<file path="src/hdl/mdc_pkg.sv">
// Package for the cofactor determinant block: sizes and types shared
// by the sequencer and the datapath, and the sequencer's permutation helpers.
// No dependencies.
package mdc_pkg;

	localparam int MAX_SIZE   = 4;
	localparam int ENTRY_BITS = 12;
	localparam int DET_BITS   = 50;

	localparam int FIELD_IDX_BITS = 2;
	localparam int VALUE_BITS     = 12;
	localparam int CFG_BITS       = 3;
	localparam int PADDR_BITS     = 3;
	localparam int PDATA_BITS     = 32;

	localparam int IDX_BITS  = (MAX_SIZE > 1) ? $clog2(MAX_SIZE) : 1;
	localparam int SIZE_BITS = $clog2(MAX_SIZE + 1);
	localparam int DEPTH     = MAX_SIZE * MAX_SIZE;
	localparam int ADDR_BITS = (DEPTH > 1) ? $clog2(DEPTH) : 1;
	localparam int PROD_BITS = MAX_SIZE * ENTRY_BITS;
	localparam int WIDE_BITS = (PROD_BITS > DET_BITS) ? PROD_BITS : DET_BITS;

	localparam logic [CFG_BITS-1:0]     SIZE_RESET      = CFG_BITS'(3);
	localparam logic [PADDR_BITS-3:0]   REG_MATRIX_SIZE = '0;

	typedef logic [IDX_BITS-1:0] idx_t;
	typedef idx_t [MAX_SIZE-1:0] digits_t;

	typedef enum logic [1:0] {
		ST_IDLE,
		ST_READ,
		ST_FLUSH
	} state_t;

	typedef struct packed {
		logic valid;
		logic first;
		logic last;
		logic neg;
		logic live;
	} rd_tag_t;

	typedef struct packed {
		logic rd_valid;
		logic first;
		logic live;
		logic acc_add;
		logic acc_neg;
		logic acc_clear;
		logic result_load;
	} mac_ctl_t;

	function automatic logic [ADDR_BITS-1:0] entry_addr(idx_t row, idx_t col);
		return ADDR_BITS'(int'(row) * MAX_SIZE + int'(col));
	endfunction

	// Lehmer digit of each row selects among the columns still free
	function automatic idx_t pick_col(digits_t d, idx_t row);
		logic [MAX_SIZE-1:0] used;
		idx_t res;
		idx_t sel;
		int cnt;
		used = '0;
		res  = '0;
		for (int r = 0; r < MAX_SIZE; r++) begin
			cnt = 0;
			sel = '0;
			for (int c = 0; c < MAX_SIZE; c++) begin
				if (!used[c]) begin
					if (cnt == int'(d[r]))
						sel = IDX_BITS'(c);
					cnt++;
				end
			end
			if (r <= int'(row)) begin
				used[sel] = 1'b1;
				if (r == int'(row))
					res = sel;
			end
		end
		return res;
	endfunction

	function automatic logic perm_done(digits_t d, logic [SIZE_BITS-1:0] n);
		logic done;
		done = 1'b1;
		for (int r = 0; r < MAX_SIZE; r++) begin
			if (r < int'(n) && int'(d[r]) != int'(n) - 1 - r)
				done = 1'b0;
		end
		return done;
	endfunction

	function automatic digits_t next_digits(digits_t d, logic [SIZE_BITS-1:0] n);
		digits_t res;
		logic carry;
		res   = d;
		carry = 1'b1;
		for (int r = MAX_SIZE - 1; r >= 0; r--) begin
			if (carry && r < int'(n) - 1) begin
				if (int'(res[r]) == int'(n) - 1 - r) begin
					res[r] = '0;
				end else begin
					res[r] = res[r] + 1'b1;
					carry  = 1'b0;
				end
			end
		end
		return res;
	endfunction

	// Inversion count of a permutation is the sum of its Lehmer digits
	function automatic logic perm_odd(digits_t d);
		logic p;
		p = 1'b0;
		for (int r = 0; r < MAX_SIZE; r++)
			p = p ^ d[r][0];
		return p;
	endfunction

endpackage

</file>
<file path="src/hdl/mdc_req_if.sv">
// Request channel of the determinant block: one matrix entry write with
// an optional compute flag. Depends on mdc_pkg.
interface mdc_req_if;
	import mdc_pkg::*;

	logic                             valid;
	logic                             ready;
	logic [FIELD_IDX_BITS-1:0]        row_index;
	logic [FIELD_IDX_BITS-1:0]        col_index;
	logic signed [VALUE_BITS-1:0]     entry_value;
	logic                             compute_now;

	modport source (
		output valid, row_index, col_index, entry_value, compute_now,
		input  ready
	);
	modport sink (
		input  valid, row_index, col_index, entry_value, compute_now,
		output ready
	);
endinterface

</file>
<file path="src/hdl/mdc_rsp_if.sv">
// Result channel of the determinant block: one signed determinant.
// Depends on mdc_pkg.
interface mdc_rsp_if;
	import mdc_pkg::*;

	logic                         valid;
	logic                         ready;
	logic signed [DET_BITS-1:0]   determinant_value;

	modport source (
		output valid, determinant_value,
		input  ready
	);
	modport sink (
		input  valid, determinant_value,
		output ready
	);
endinterface

</file>
<file path="src/hdl/mdc_ram.sv">
// Generic single-port synchronous RAM with registered read data.
// No dependencies.
module mdc_ram #(
	parameter int WIDTH = 8,
	parameter int DEPTH = 16
) (
	input  logic                                  clk,
	input  logic                                  we,
	input  logic [$clog2(DEPTH > 1 ? DEPTH : 2)-1:0] addr,
	input  logic [WIDTH-1:0]                      wdata,
	output logic [WIDTH-1:0]                      rdata
);
	logic [WIDTH-1:0] mem [DEPTH];

	always_ff @(posedge clk) begin
		if (we)
			mem[addr] <= wdata;
		rdata <= mem[addr];
	end
endmodule

</file>
<file path="src/hdl/mdc_cfg.sv">
// APB register file of the determinant block: the matrix order register
// and its saturated effective size. Depends on mdc_pkg.
module mdc_cfg (
	input  logic                               clk,
	input  logic                               arst_n,
	input  logic                               psel,
	input  logic                               penable,
	input  logic                               pwrite,
	input  logic [mdc_pkg::PADDR_BITS-1:0]     paddr,
	input  logic [mdc_pkg::PDATA_BITS-1:0]     pwdata,
	output logic [mdc_pkg::PDATA_BITS-1:0]     prdata,
	output logic                               pready,
	output logic [mdc_pkg::SIZE_BITS-1:0]      size_n
);
	import mdc_pkg::*;

	logic [CFG_BITS-1:0]     size_q;
	logic [PADDR_BITS-3:0]   reg_idx;
	logic                    wr_en;

	assign reg_idx = paddr[PADDR_BITS-1:2];
	assign pready  = 1'b1;
	assign wr_en   = psel && penable && pwrite && (reg_idx == REG_MATRIX_SIZE);

	always_ff @(posedge clk or negedge arst_n) begin
		if (!arst_n) begin
			size_q <= SIZE_RESET;
		end else if (wr_en) begin
			size_q <= pwdata[CFG_BITS-1:0];
		end
	end

	always_comb begin
		unique case (reg_idx)
			REG_MATRIX_SIZE: prdata = PDATA_BITS'(size_q);
			default:         prdata = '0;
		endcase
	end

	always_comb begin
		if (size_q == '0)
			size_n = SIZE_BITS'(1);
		else if (int'(size_q) > MAX_SIZE)
			size_n = SIZE_BITS'(MAX_SIZE);
		else
			size_n = SIZE_BITS'(size_q);
	end
endmodule

</file>
<file path="src/hdl/mdc_ctrl.sv">
// Sequencer of the determinant block: request handshake, entry writes,
// entry valid bits and the permutation walk that drives store reads.
// Depends on mdc_pkg and mdc_req_if.
module mdc_ctrl (
	input  logic                             clk,
	input  logic                             arst_n,
	mdc_req_if.sink                          req,
	input  logic [mdc_pkg::SIZE_BITS-1:0]    size_n,
	input  logic                             slot_free,
	output logic                             ram_we,
	output logic [mdc_pkg::ADDR_BITS-1:0]    ram_addr,
	output logic [mdc_pkg::ENTRY_BITS-1:0]   ram_wdata,
	output mdc_pkg::mac_ctl_t                mac
);
	import mdc_pkg::*;

	state_t                  state_q, state_d;
	idx_t                    row_q, row_d;
	digits_t                 digit_q, digit_d;
	logic [DEPTH-1:0]        live_q;
	rd_tag_t                 tag_s1;
	logic                    add_s2;
	logic                    neg_s2;
	logic                    wr_ok;
	logic                    last_row;
	logic                    acc_clear;
	logic                    result_load;
	idx_t                    top_row;
	idx_t                    rd_col;
	logic [ADDR_BITS-1:0]    wr_addr;
	logic [ADDR_BITS-1:0]    rd_addr;

	assign top_row   = IDX_BITS'(size_n - 1'b1);
	assign last_row  = (row_q == top_row);
	assign wr_ok     = (int'(req.row_index) < MAX_SIZE) && (int'(req.col_index) < MAX_SIZE);
	assign wr_addr   = entry_addr(IDX_BITS'(req.row_index), IDX_BITS'(req.col_index));
	assign rd_col    = pick_col(digit_q, row_q);
	assign rd_addr   = entry_addr(row_q, rd_col);
	assign ram_wdata = ENTRY_BITS'($unsigned(req.entry_value));

	always_comb begin
		state_d     = state_q;
		row_d       = row_q;
		digit_d     = digit_q;
		req.ready   = 1'b0;
		ram_we      = 1'b0;
		ram_addr    = rd_addr;
		acc_clear   = 1'b0;
		result_load = 1'b0;
		unique case (state_q)
			ST_IDLE: begin
				req.ready = 1'b1;
				ram_addr  = wr_addr;
				ram_we    = req.valid && wr_ok;
				if (req.valid && req.compute_now) begin
					state_d   = ST_READ;
					row_d     = '0;
					digit_d   = '0;
					acc_clear = 1'b1;
				end
			end
			ST_READ: begin
				if (last_row) begin
					row_d = '0;
					if (perm_done(digit_q, size_n))
						state_d = ST_FLUSH;
					else
						digit_d = next_digits(digit_q, size_n);
				end else begin
					row_d = row_q + 1'b1;
				end
			end
			ST_FLUSH: begin
				if (!tag_s1.valid && !add_s2 && slot_free) begin
					result_load = 1'b1;
					state_d     = ST_IDLE;
				end
			end
			default: state_d = ST_IDLE;
		endcase
	end

	always_ff @(posedge clk or negedge arst_n) begin
		if (!arst_n) begin
			state_q <= ST_IDLE;
			row_q   <= '0;
			digit_q <= '0;
			live_q  <= '0;
			tag_s1  <= '0;
			add_s2  <= 1'b0;
			neg_s2  <= 1'b0;
		end else begin
			state_q <= state_d;
			row_q   <= row_d;
			digit_q <= digit_d;
			if (ram_we)
				live_q[wr_addr] <= 1'b1;
			tag_s1.valid <= (state_q == ST_READ);
			tag_s1.first <= (row_q == '0);
			tag_s1.last  <= last_row;
			tag_s1.neg   <= perm_odd(digit_q);
			tag_s1.live  <= live_q[rd_addr];
			add_s2       <= tag_s1.valid && tag_s1.last;
			neg_s2       <= tag_s1.neg;
		end
	end

	assign mac.rd_valid    = tag_s1.valid;
	assign mac.first       = tag_s1.first;
	assign mac.live        = tag_s1.live;
	assign mac.acc_add     = add_s2;
	assign mac.acc_neg     = neg_s2;
	assign mac.acc_clear   = acc_clear;
	assign mac.result_load = result_load;
endmodule

</file>
<file path="src/hdl/mdc_mac.sv">
// Datapath of the determinant block: shared multiplier for permutation
// products, signed accumulator and result register.
// Depends on mdc_pkg and mdc_rsp_if.
module mdc_mac (
	input  logic                             clk,
	input  logic                             arst_n,
	input  mdc_pkg::mac_ctl_t                mac,
	input  logic [mdc_pkg::ENTRY_BITS-1:0]   rdata,
	mdc_rsp_if.source                        rsp,
	output logic                             slot_free
);
	import mdc_pkg::*;

	logic signed [ENTRY_BITS-1:0]              entry;
	logic signed [PROD_BITS-1:0]               mult;
	logic signed [PROD_BITS-1:0]               prod_q;
	logic signed [WIDE_BITS-1:0]               prod_wide;
	logic signed [DET_BITS-1:0]                term;
	logic signed [DET_BITS-1:0]                acc_q;
	logic signed [DET_BITS-1:0]                result_q;
	logic                                      valid_q;

	assign entry     = mac.live ? $signed(rdata) : '0;
	assign mult      = PROD_BITS'(prod_q * entry);
	assign prod_wide = WIDE_BITS'(prod_q);
	assign term      = prod_wide[DET_BITS-1:0];

	always_ff @(posedge clk) begin
		if (mac.rd_valid)
			prod_q <= mac.first ? PROD_BITS'(entry) : mult;
		if (mac.acc_clear)
			acc_q <= '0;
		else if (mac.acc_add)
			acc_q <= mac.acc_neg ? acc_q - term : acc_q + term;
		if (mac.result_load)
			result_q <= acc_q;
	end

	always_ff @(posedge clk or negedge arst_n) begin
		if (!arst_n) begin
			valid_q <= 1'b0;
		end else if (mac.result_load) begin
			valid_q <= 1'b1;
		end else if (rsp.ready) begin
			valid_q <= 1'b0;
		end
	end

	assign slot_free             = !valid_q || rsp.ready;
	assign rsp.valid             = valid_q;
	assign rsp.determinant_value = result_q;
endmodule

</file>
<file path="src/hdl/matrix_determinant_cofactor.sv">
// Determinant as the signed sum over all column permutations of a 4x4 store of signed entries.
// A write request is taken whenever the block is idle; a compute request walks all n! column
// permutations, n store reads each through the one RAM port and the shared
// multiplier, and loads the result once the pipeline is drained and the result slot is free.
// The block takes the next request as the result is loaded; an unread result holds back that load.
// Reset clears the entry valid bits, so the whole store reads as zero; order resets to 3.
module matrix_determinant_cofactor (
	input  logic                               clk,
	input  logic                               arst_n,
	mdc_req_if.sink                            req,
	mdc_rsp_if.source                          rsp,
	input  logic                               psel,
	input  logic                               penable,
	input  logic                               pwrite,
	input  logic [mdc_pkg::PADDR_BITS-1:0]     paddr,
	input  logic [mdc_pkg::PDATA_BITS-1:0]     pwdata,
	output logic [mdc_pkg::PDATA_BITS-1:0]     prdata,
	output logic                               pready
);
	import mdc_pkg::*;

	logic [SIZE_BITS-1:0]    size_n;
	logic                    slot_free;
	logic                    ram_we;
	logic [ADDR_BITS-1:0]    ram_addr;
	logic [ENTRY_BITS-1:0]   ram_wdata;
	logic [ENTRY_BITS-1:0]   ram_rdata;
	mac_ctl_t                mac;

	mdc_cfg u_cfg (
		.clk     (clk),
		.arst_n  (arst_n),
		.psel    (psel),
		.penable (penable),
		.pwrite  (pwrite),
		.paddr   (paddr),
		.pwdata  (pwdata),
		.prdata  (prdata),
		.pready  (pready),
		.size_n  (size_n)
	);

	mdc_ctrl u_ctrl (
		.clk       (clk),
		.arst_n    (arst_n),
		.req       (req),
		.size_n    (size_n),
		.slot_free (slot_free),
		.ram_we    (ram_we),
		.ram_addr  (ram_addr),
		.ram_wdata (ram_wdata),
		.mac       (mac)
	);

	mdc_ram #(
		.WIDTH (ENTRY_BITS),
		.DEPTH (DEPTH)
	) u_store (
		.clk   (clk),
		.we    (ram_we),
		.addr  (ram_addr),
		.wdata (ram_wdata),
		.rdata (ram_rdata)
	);

	mdc_mac u_mac (
		.clk       (clk),
		.arst_n    (arst_n),
		.mac       (mac),
		.rdata     (ram_rdata),
		.rsp       (rsp),
		.slot_free (slot_free)
	);
endmodule
</file>
<file path="src/flat_wrapper.sv">
// flat-port wrapper written by rule: the top's interface ports become plain ports
module matrix_determinant_cofactor_flat import mdc_pkg::*;
  (clk, arst_n, psel, penable, pwrite, paddr, pwdata, prdata, pready, req_valid, req_row_index, req_col_index, req_entry_value, req_compute_now, req_ready, rsp_valid, rsp_determinant_value, rsp_ready);
  mdc_req_if req_i ();
  mdc_rsp_if rsp_i ();
  input  logic clk;
  input  logic arst_n;
  input  logic psel;
  input  logic penable;
  input  logic pwrite;
  input  logic [mdc_pkg::PADDR_BITS-1:0] paddr;
  input  logic [mdc_pkg::PDATA_BITS-1:0] pwdata;
  output logic [mdc_pkg::PDATA_BITS-1:0] prdata;
  output logic pready;
  input wire logic [$bits(req_i.valid)-1:0] req_valid;
  input wire logic [$bits(req_i.row_index)-1:0] req_row_index;
  input wire logic [$bits(req_i.col_index)-1:0] req_col_index;
  input wire logic [$bits(req_i.entry_value)-1:0] req_entry_value;
  input wire logic [$bits(req_i.compute_now)-1:0] req_compute_now;
  output wire logic [$bits(req_i.ready)-1:0] req_ready;
  output wire logic [$bits(rsp_i.valid)-1:0] rsp_valid;
  output wire logic [$bits(rsp_i.determinant_value)-1:0] rsp_determinant_value;
  input wire logic [$bits(rsp_i.ready)-1:0] rsp_ready;
  assign req_i.valid = req_valid;
  assign req_i.row_index = req_row_index;
  assign req_i.col_index = req_col_index;
  assign req_i.entry_value = req_entry_value;
  assign req_i.compute_now = req_compute_now;
  assign req_ready = req_i.ready;
  assign rsp_valid = rsp_i.valid;
  assign rsp_determinant_value = rsp_i.determinant_value;
  assign rsp_i.ready = rsp_ready;
  matrix_determinant_cofactor u_core (.clk(clk), .arst_n(arst_n), .req(req_i), .rsp(rsp_i), .psel(psel), .penable(penable), .pwrite(pwrite), .paddr(paddr), .pwdata(pwdata), .prdata(prdata), .pready(pready));
endmodule
</file>
<file path="config.mk">
export PLATFORM = sky130hd
export DESIGN_NAME = matrix_determinant_cofactor_flat
export DESIGN_NICKNAME = d
export VERILOG_FILES = /design/src/hdl/mdc_pkg.sv /design/src/hdl/mdc_req_if.sv /design/src/hdl/mdc_rsp_if.sv /design/src/hdl/mdc_ram.sv /design/src/hdl/mdc_cfg.sv /design/src/hdl/mdc_ctrl.sv /design/src/hdl/mdc_mac.sv /design/src/hdl/matrix_determinant_cofactor.sv /design/src/flat_wrapper.sv
export SDC_FILE = /design/constraint.sdc
export NUM_CORES = 2
export LEC_CHECK = 0
export BUFFER_PORTS_ARGS = -buffer_cell sky130_fd_sc_hd__clkbuf_2
export CAP_MARGIN = 20
export CORE_MARGIN = 3
export CORE_UTILIZATION = 58
export DETAILED_ROUTE_END_ITERATION = 8
export GPL_ROUTABILITY_DRIVEN = 1
export PLACE_DENSITY = 0.76
export SLEW_MARGIN = 40
export SYNTH_ARGS = -nofsm -noshare
export SYNTH_HDL_FRONTEND = slang
export SYNTH_SLANG_ARGS = --single-unit
</file>
<file path="constraint.sdc">
create_clock -name clk -period 21.6 [get_ports clk]
set_input_delay 1.08 -clock clk [delete_from_list [all_inputs] [get_ports clk]]
set_output_delay 1.08 -clock clk [all_outputs]
set_load 0.05 [all_outputs]
</file>
== Word-level counts from Yosys, hierarchy flattened ==
Memories as Yosys holds them, arrays and structs flattened. A register that Yosys moved wholly into a read port is not among the register bits.
Cells that the tools add are included.
W data, S select, Z words.
Storage, ports and cells
  register bits: 187
  latch bits: 0
  bits in writable memories: 192
  ROM bits: 0
  word-level logic and storage cells: 245
  memories: 1
Memory list
  u_core.u_store.mem: words 16, bits a word 12, read ports 1, clocked after memory_dff 1, write ports 1, RTL line mdc_ram.sv:13  | logic [WIDTH-1:0] mem [DEPTH];
Operators by class
  add/subtract/negate cells: 20
  multiply operators: 1
  divide/modulo/power cells: 0
  order comparisons: 21
  equal/unequal tests: 35
  shifts and indexed selects: 0
  multiplexer cells: 107
  bitwise operators: 7
  reduce and logical (&&, ||, !) cells: 34
Operators by type and width (number)
  $eq A32 B3 Y1: 9
  $add A32 B2 Y32 const B: 6
  $mux W32: 6
  $eq A3 B32 Y1: 3
  $ne A3 B32 Y1: 3
  $mux W2: 35
  $add A50 B48 Y50: 1
  $mux W50: 1
  $sub A50 B48 Y50: 1
  $mul A48 B12 Y48: 1
  $mux W48: 1
  $mux W1: 46
  $mux W8: 3
  $reduce_and A5 Y1: 4
  $logic_and A1 B1 Y1: 18
  $ne A2 B2 Y1 const B: 9
  $or A16 B16 Y16: 1
  $pmux W8 S2: 1
  $mux W12: 1
  $mux W4: 3
  $add A2 B1 Y2 const B: 5
  $lt A4 B5 Y1 const B: 2
  $sub A4 B3 Y5 const B: 2
  $lt A2 B3 Y1 const B: 3
  other kinds (37): 60

== Depth between registers and ports, before layout ==
  depth in word-level cells: 49
  mapped depth: 30
  depth with buffers taken out: 28

== Hierarchy ==
From an unflattened synthesis, not the netlist that was laid out.
Second synthesis, totals
  cell total of the unflattened synthesis: 3540
  area, all modules: 35703.0 um2
By module, submodules not included
  mdc_mac: times used 1, cells each 2783, area an instance 24474.7 um2, seq. area each 3968.8 um2
  mdc_ram: times used 1, cells each 331, area an instance 7586.0 um2, seq. area each 6005.8 um2
  mdc_ctrl: times used 1, cells each 380, area an instance 3223.1 um2, seq. area each 875.8 um2
  mdc_cfg: times used 1, cells each 46, area an instance 419.2 um2, seq. area each 77.6 um2

== Worst setup path after synthesis ==
OpenSTA, ideal clock, no wires.
  path type: register to register
  from: reg u_core.u_ctrl.tag_s1 (netlist bit u_core.u_ctrl.mac[4])
  to: reg u_core.u_mac.prod_q[47], data pin
  library setup time: 254 ps
  arrival: 6542 ps
  required time: 21346 ps
  path slack: 14803 ps
  cell stages (with the launch flop): 27
  path buffers: 3
  clock period less this slack: 6797 ps
  path through: dfrtp_1 -> clkbuf_1 -> and2_1 -> clkbuf_1 -> buf_1 -> nand2_1 -> fa_1 -> inv_1 -> ha_1 -> inv_1 -> fa_1 -> fa_1 -> fa_1 -> inv_1 -> ha_1 -> nor2b_1 -> o21a_1 -> o21ai_1 -> a21oi_1 -> o311a_1 -> a31o_2 -> a41o_1 -> a41oi_1 -> o31ai_1 -> a311oi_1 -> xnor2_1 -> o21a_1
Between the ends
  longest elaborated chain between the ends: 3
Ends and longest elaborated chain
  start: declaration: RTL line mdc_ctrl.sv:21  | rd_tag_t tag_s1;
  $mux W12 (*): RTL line mdc_mac.sv:23  | assign entry = mac.live ? $signed(rdata) : '0;
  $mul A48 B12 Y48: RTL line mdc_mac.sv:24  | assign mult = PROD_BITS'(prod_q * entry);
  $mux W48 (*): RTL line mdc_mac.sv:30  | prod_q <= mac.first ? PROD_BITS'(entry) : mult;
  end signal: assignment: RTL line mdc_mac.sv:30
  end: declaration: RTL line mdc_mac.sv:16  | logic signed [PROD_BITS-1:0] prod_q;
Every way passes the cells marked *; elsewhere a longest branch is shown, timed or not.
A chain may end at the register's enable or synchronous reset.

== Final worst setup path ==
Same ends and word-level chain as after synthesis.

==> key figures <==
Setup path
  – Reg2reg setup slack: 12.89 ns
  – Buffers & Inverters on Critical Path: 5
  – Slowest-stage cell, CP: dfrtp_4
  – FF-to-FF End: u_core.u_mac.prod_q[47]$_DFFE_PP_
  – Critical path class: reg2reg
  – FF-to-FF Start: u_core.u_ctrl.mac[4]$_DFF_PN0_
  – Cell mode on critical path: fa_1
  – CP Launch Point: u_core.u_ctrl.mac[4]$_DFF_PN0_
  – CP required: 21.92 ns
  – Crit path capture type: flip-flop
  – Delay of the slowest critical-path stage: 0.87 ns
  – Delay-heaviest family, CP: compound AO/OA/AOI/OAI gates
  – CP Launch Type: flip-flop
  – Worst Reg-to-Reg Cells: 25
  – Worst Path Max Fanout: between 80 and 90
  – WP data arrival: 9.03 ns

STA
  – Tcrit/Tclk final: 40.31%
  – Worst Tran Pin Value: 0.8409 ns
  – FMAX: roughly 0.11 GHz
  – Final setup violation count: 0
  – Minimum clock period: between 8 and 9 ns
  – Slew HR: about 44%
  – Final Hold Violating Endpoints: 0
  – Setup TNS: 0 ns
  – Clock Skew: 0.03071 ns
  – Final slew viol count: 0
  – RSZ-0062 raised after global routing: false

Route
  – Via count: 24.70k
  – Final WL: 83.85 mm
  – Antenna Nets Post-Route: 0
  – Pre-antenna DRT Iters: 5
  – Drt drc: 0
  – Routed WL per cell: 20.35 um
  – DRT iter0 DRCs: 1,991
  – Vias per inst: 5.995

Min path
  – Worst Hold Depth: 0
  – Min-Delay Endpoint: u_core.u_ctrl.neg_s2$_DFF_PN0_
  – Hold Crit Start: u_core.u_ctrl.tag_s1[1]$_DFF_PN0_
  – Hold Crit Class: reg2reg

Layout
  – Number of nets in the layout: 3,958
  – Share of layout cells above drive strength 1: 10.01%
  – Fillers: 4,454
  – Layout area overhead: 7.128%
  – FF/Latch Area: 0.01094 mm^2
  – Ant. Diodes: 0
  – Most frequent cells in the layout: 455 x inv_1, 406 x nand2_1, 401 x fa_1, 290 x edfxtp_1, 178 x ha_1
  – Commonest non-fill, non-tap cell in the layout: inv_1
  – Multi-input logic area: 0.02095 mm^2

Place
  – Final HPWL DP: 59.96 mm
  – Port bufs: 82
  – GP Congestion: 0.9271

CTS
  – Clk buf depth: 3
  – Clock tree from TritonCTS: done
  – Root Buffer: clkbuf_16
  – Sink Count: 391
  – Post-CTS Hold Buffers: 0
  – Clk Latency, worst-skew pair: 0.60 ns
  – # Post-CTS Setup Buffers: 0
  – CTS clk-pin slew, worst paths: ~0.060 ns
  – Max H-tree Level: 2
  – Post-CTS sizing: 0
  – Number of CTS-inserted buffers: 44

Die
  – Chip height: 249.5 um
  – Initial core utilization: between 50% and 60%
  – I/O Pins: about 140
  – Std cell rows: 88
  – DIE AREA: 0.06227 mm^2
  – Placeable Area: 0.05814 mm^2
  – Die X: around 250 um

Yosys
  – Post-synthesis sequential area ratio: 31.76%
  – Asr flop ratio synth: 9.974%
  – Synth Flop Type: edfxtp_1
  – Distinct cells, synth: 90
  – Area leader, netlist: edfxtp_1
  – Syn Std Cell Area: 0.03440 mm^2
  – Seq cells post-synth: 391
  – Post-synth top area share: 25.31%
  – Mapped Cells: about 3.3k
  – Syn avg cell area: between 10 and 15 um^2
  – Ranking of synthesized cells by area: edfxtp_1 25%, fa_1 23%, ha_1 6.5%, inv_1 5.0%, nand2_1 4.4%
  – Post-synth EDFFs: 290
  – Synthesis Warnings: 0

Global route
  – Vias in the first global route: between 20k and 30k
  – Largest net degree at the start of global routing: 90
  – Global-route wire length before repair: approximately 140 mm
  – Gr usage total: 27.35%
  – Global route total overflow: 0
  – Initial antenna violation count: 0

Job
  – Max Cap Violations: 0

Run status
  – Status: complete, no violations
[cell usage after synthesis, types with 46 or more instances]
cell	n
a21o_1	50
nor2_1	154
mux2i_1	51
fa_1	401
a21oi_1	118
o21ai_0	102
edfxtp_1	290
nand2_1	406
ha_1	178
and3_1	143
xor2_1	46
dfxtp_1	62
xnor2_1	128
clkbuf_1	145
inv_1	455
[how the worst max path moves through the flow]
stage | cells after the start | slack [ns] | to
CTS | 23 | 13.01 | u_core.u_mac.prod_q[44]$_DFFE_PP_
floorplan | 26 | 14.80 | u_core.u_mac.prod_q[47]$_DFFE_PP_
finish | 25 | 12.89 | u_core.u_mac.prod_q[47]$_DFFE_PP_
global route | 22 | 12.37 | u_core.u_mac.prod_q[40]$_DFFE_PP_
detailed placement | 23 | 13.02 | u_core.u_mac.prod_q[44]$_DFFE_PP_
global placement | 22 | 13.19 | u_core.u_mac.prod_q[40]$_DFFE_PP_
[flip-flops by register name, indices dropped and copies added (netlist names), 8 cells and up]
name / count
u_core.u_store.mem: 192
u_core.u_ctrl.live_q: 16
u_core.u_mac.acc_q: 50
u_core.u_mac.rsp.determinant_value: 50
u_core.u_store.rdata: 12
u_core.u_mac.prod_q: 48
u_core.u_ctrl.digit_q: 8
[final cells by class]
type / count / area share (%)
clock buffer: 53 / 3.195
clock inverter: 28 / 0.9947
inverter: 458 / 4.665
multi-input combinational: 2299 / 56.84
sequential: 391 / 29.67
tap: 765 / 2.597
timing repair buffer: 126 / 2.037
[metal layers]
metal	vias up	GRT usage, %	share of wire [%]
met3	213	4.325	7.6
met5	-	0	0
li1	10963	-	-
met2	1041	46.32	49
met4	0	10.44	4.0
met1	12483	35.66	39
[stage by stage]
step / util [%] / area, um^2 / worst slack, ns / instances / hold slack [ns]
after global routing: 63.40 / 36860 / 12.37 / 4120 / 0.3572
after floorplan: - / 34510 / 14.80 / 3351 / 0.3312
after detailed placement: 60.73 / 35310 / 13.02 / 4039 / 0.3435
final: 63.40 / 36860 / 12.89 / 4120 / 0.3553
after CTS: 63.39 / 36850 / 13.01 / 4120 / 0.3460
after global placement: 60.70 / 35290 / 13.19 / 4039 / 0.3393
[cells by family after synthesis]
family	share of synthesized area (%)
multiplexers	4.332
adder cells (fa/ha/maj)	29.84
AND/OR/NAND/NOR	13.02
XOR/XNOR	4.430
AO/OA/AOI/OAI	8.838
buffers and inverters	7.757
other	0.02183
flip-flops	31.76
Power is left out: the tool's default activity adds up to more than one toggle a clock period on the data nets, which glitch-free logic cannot reach.
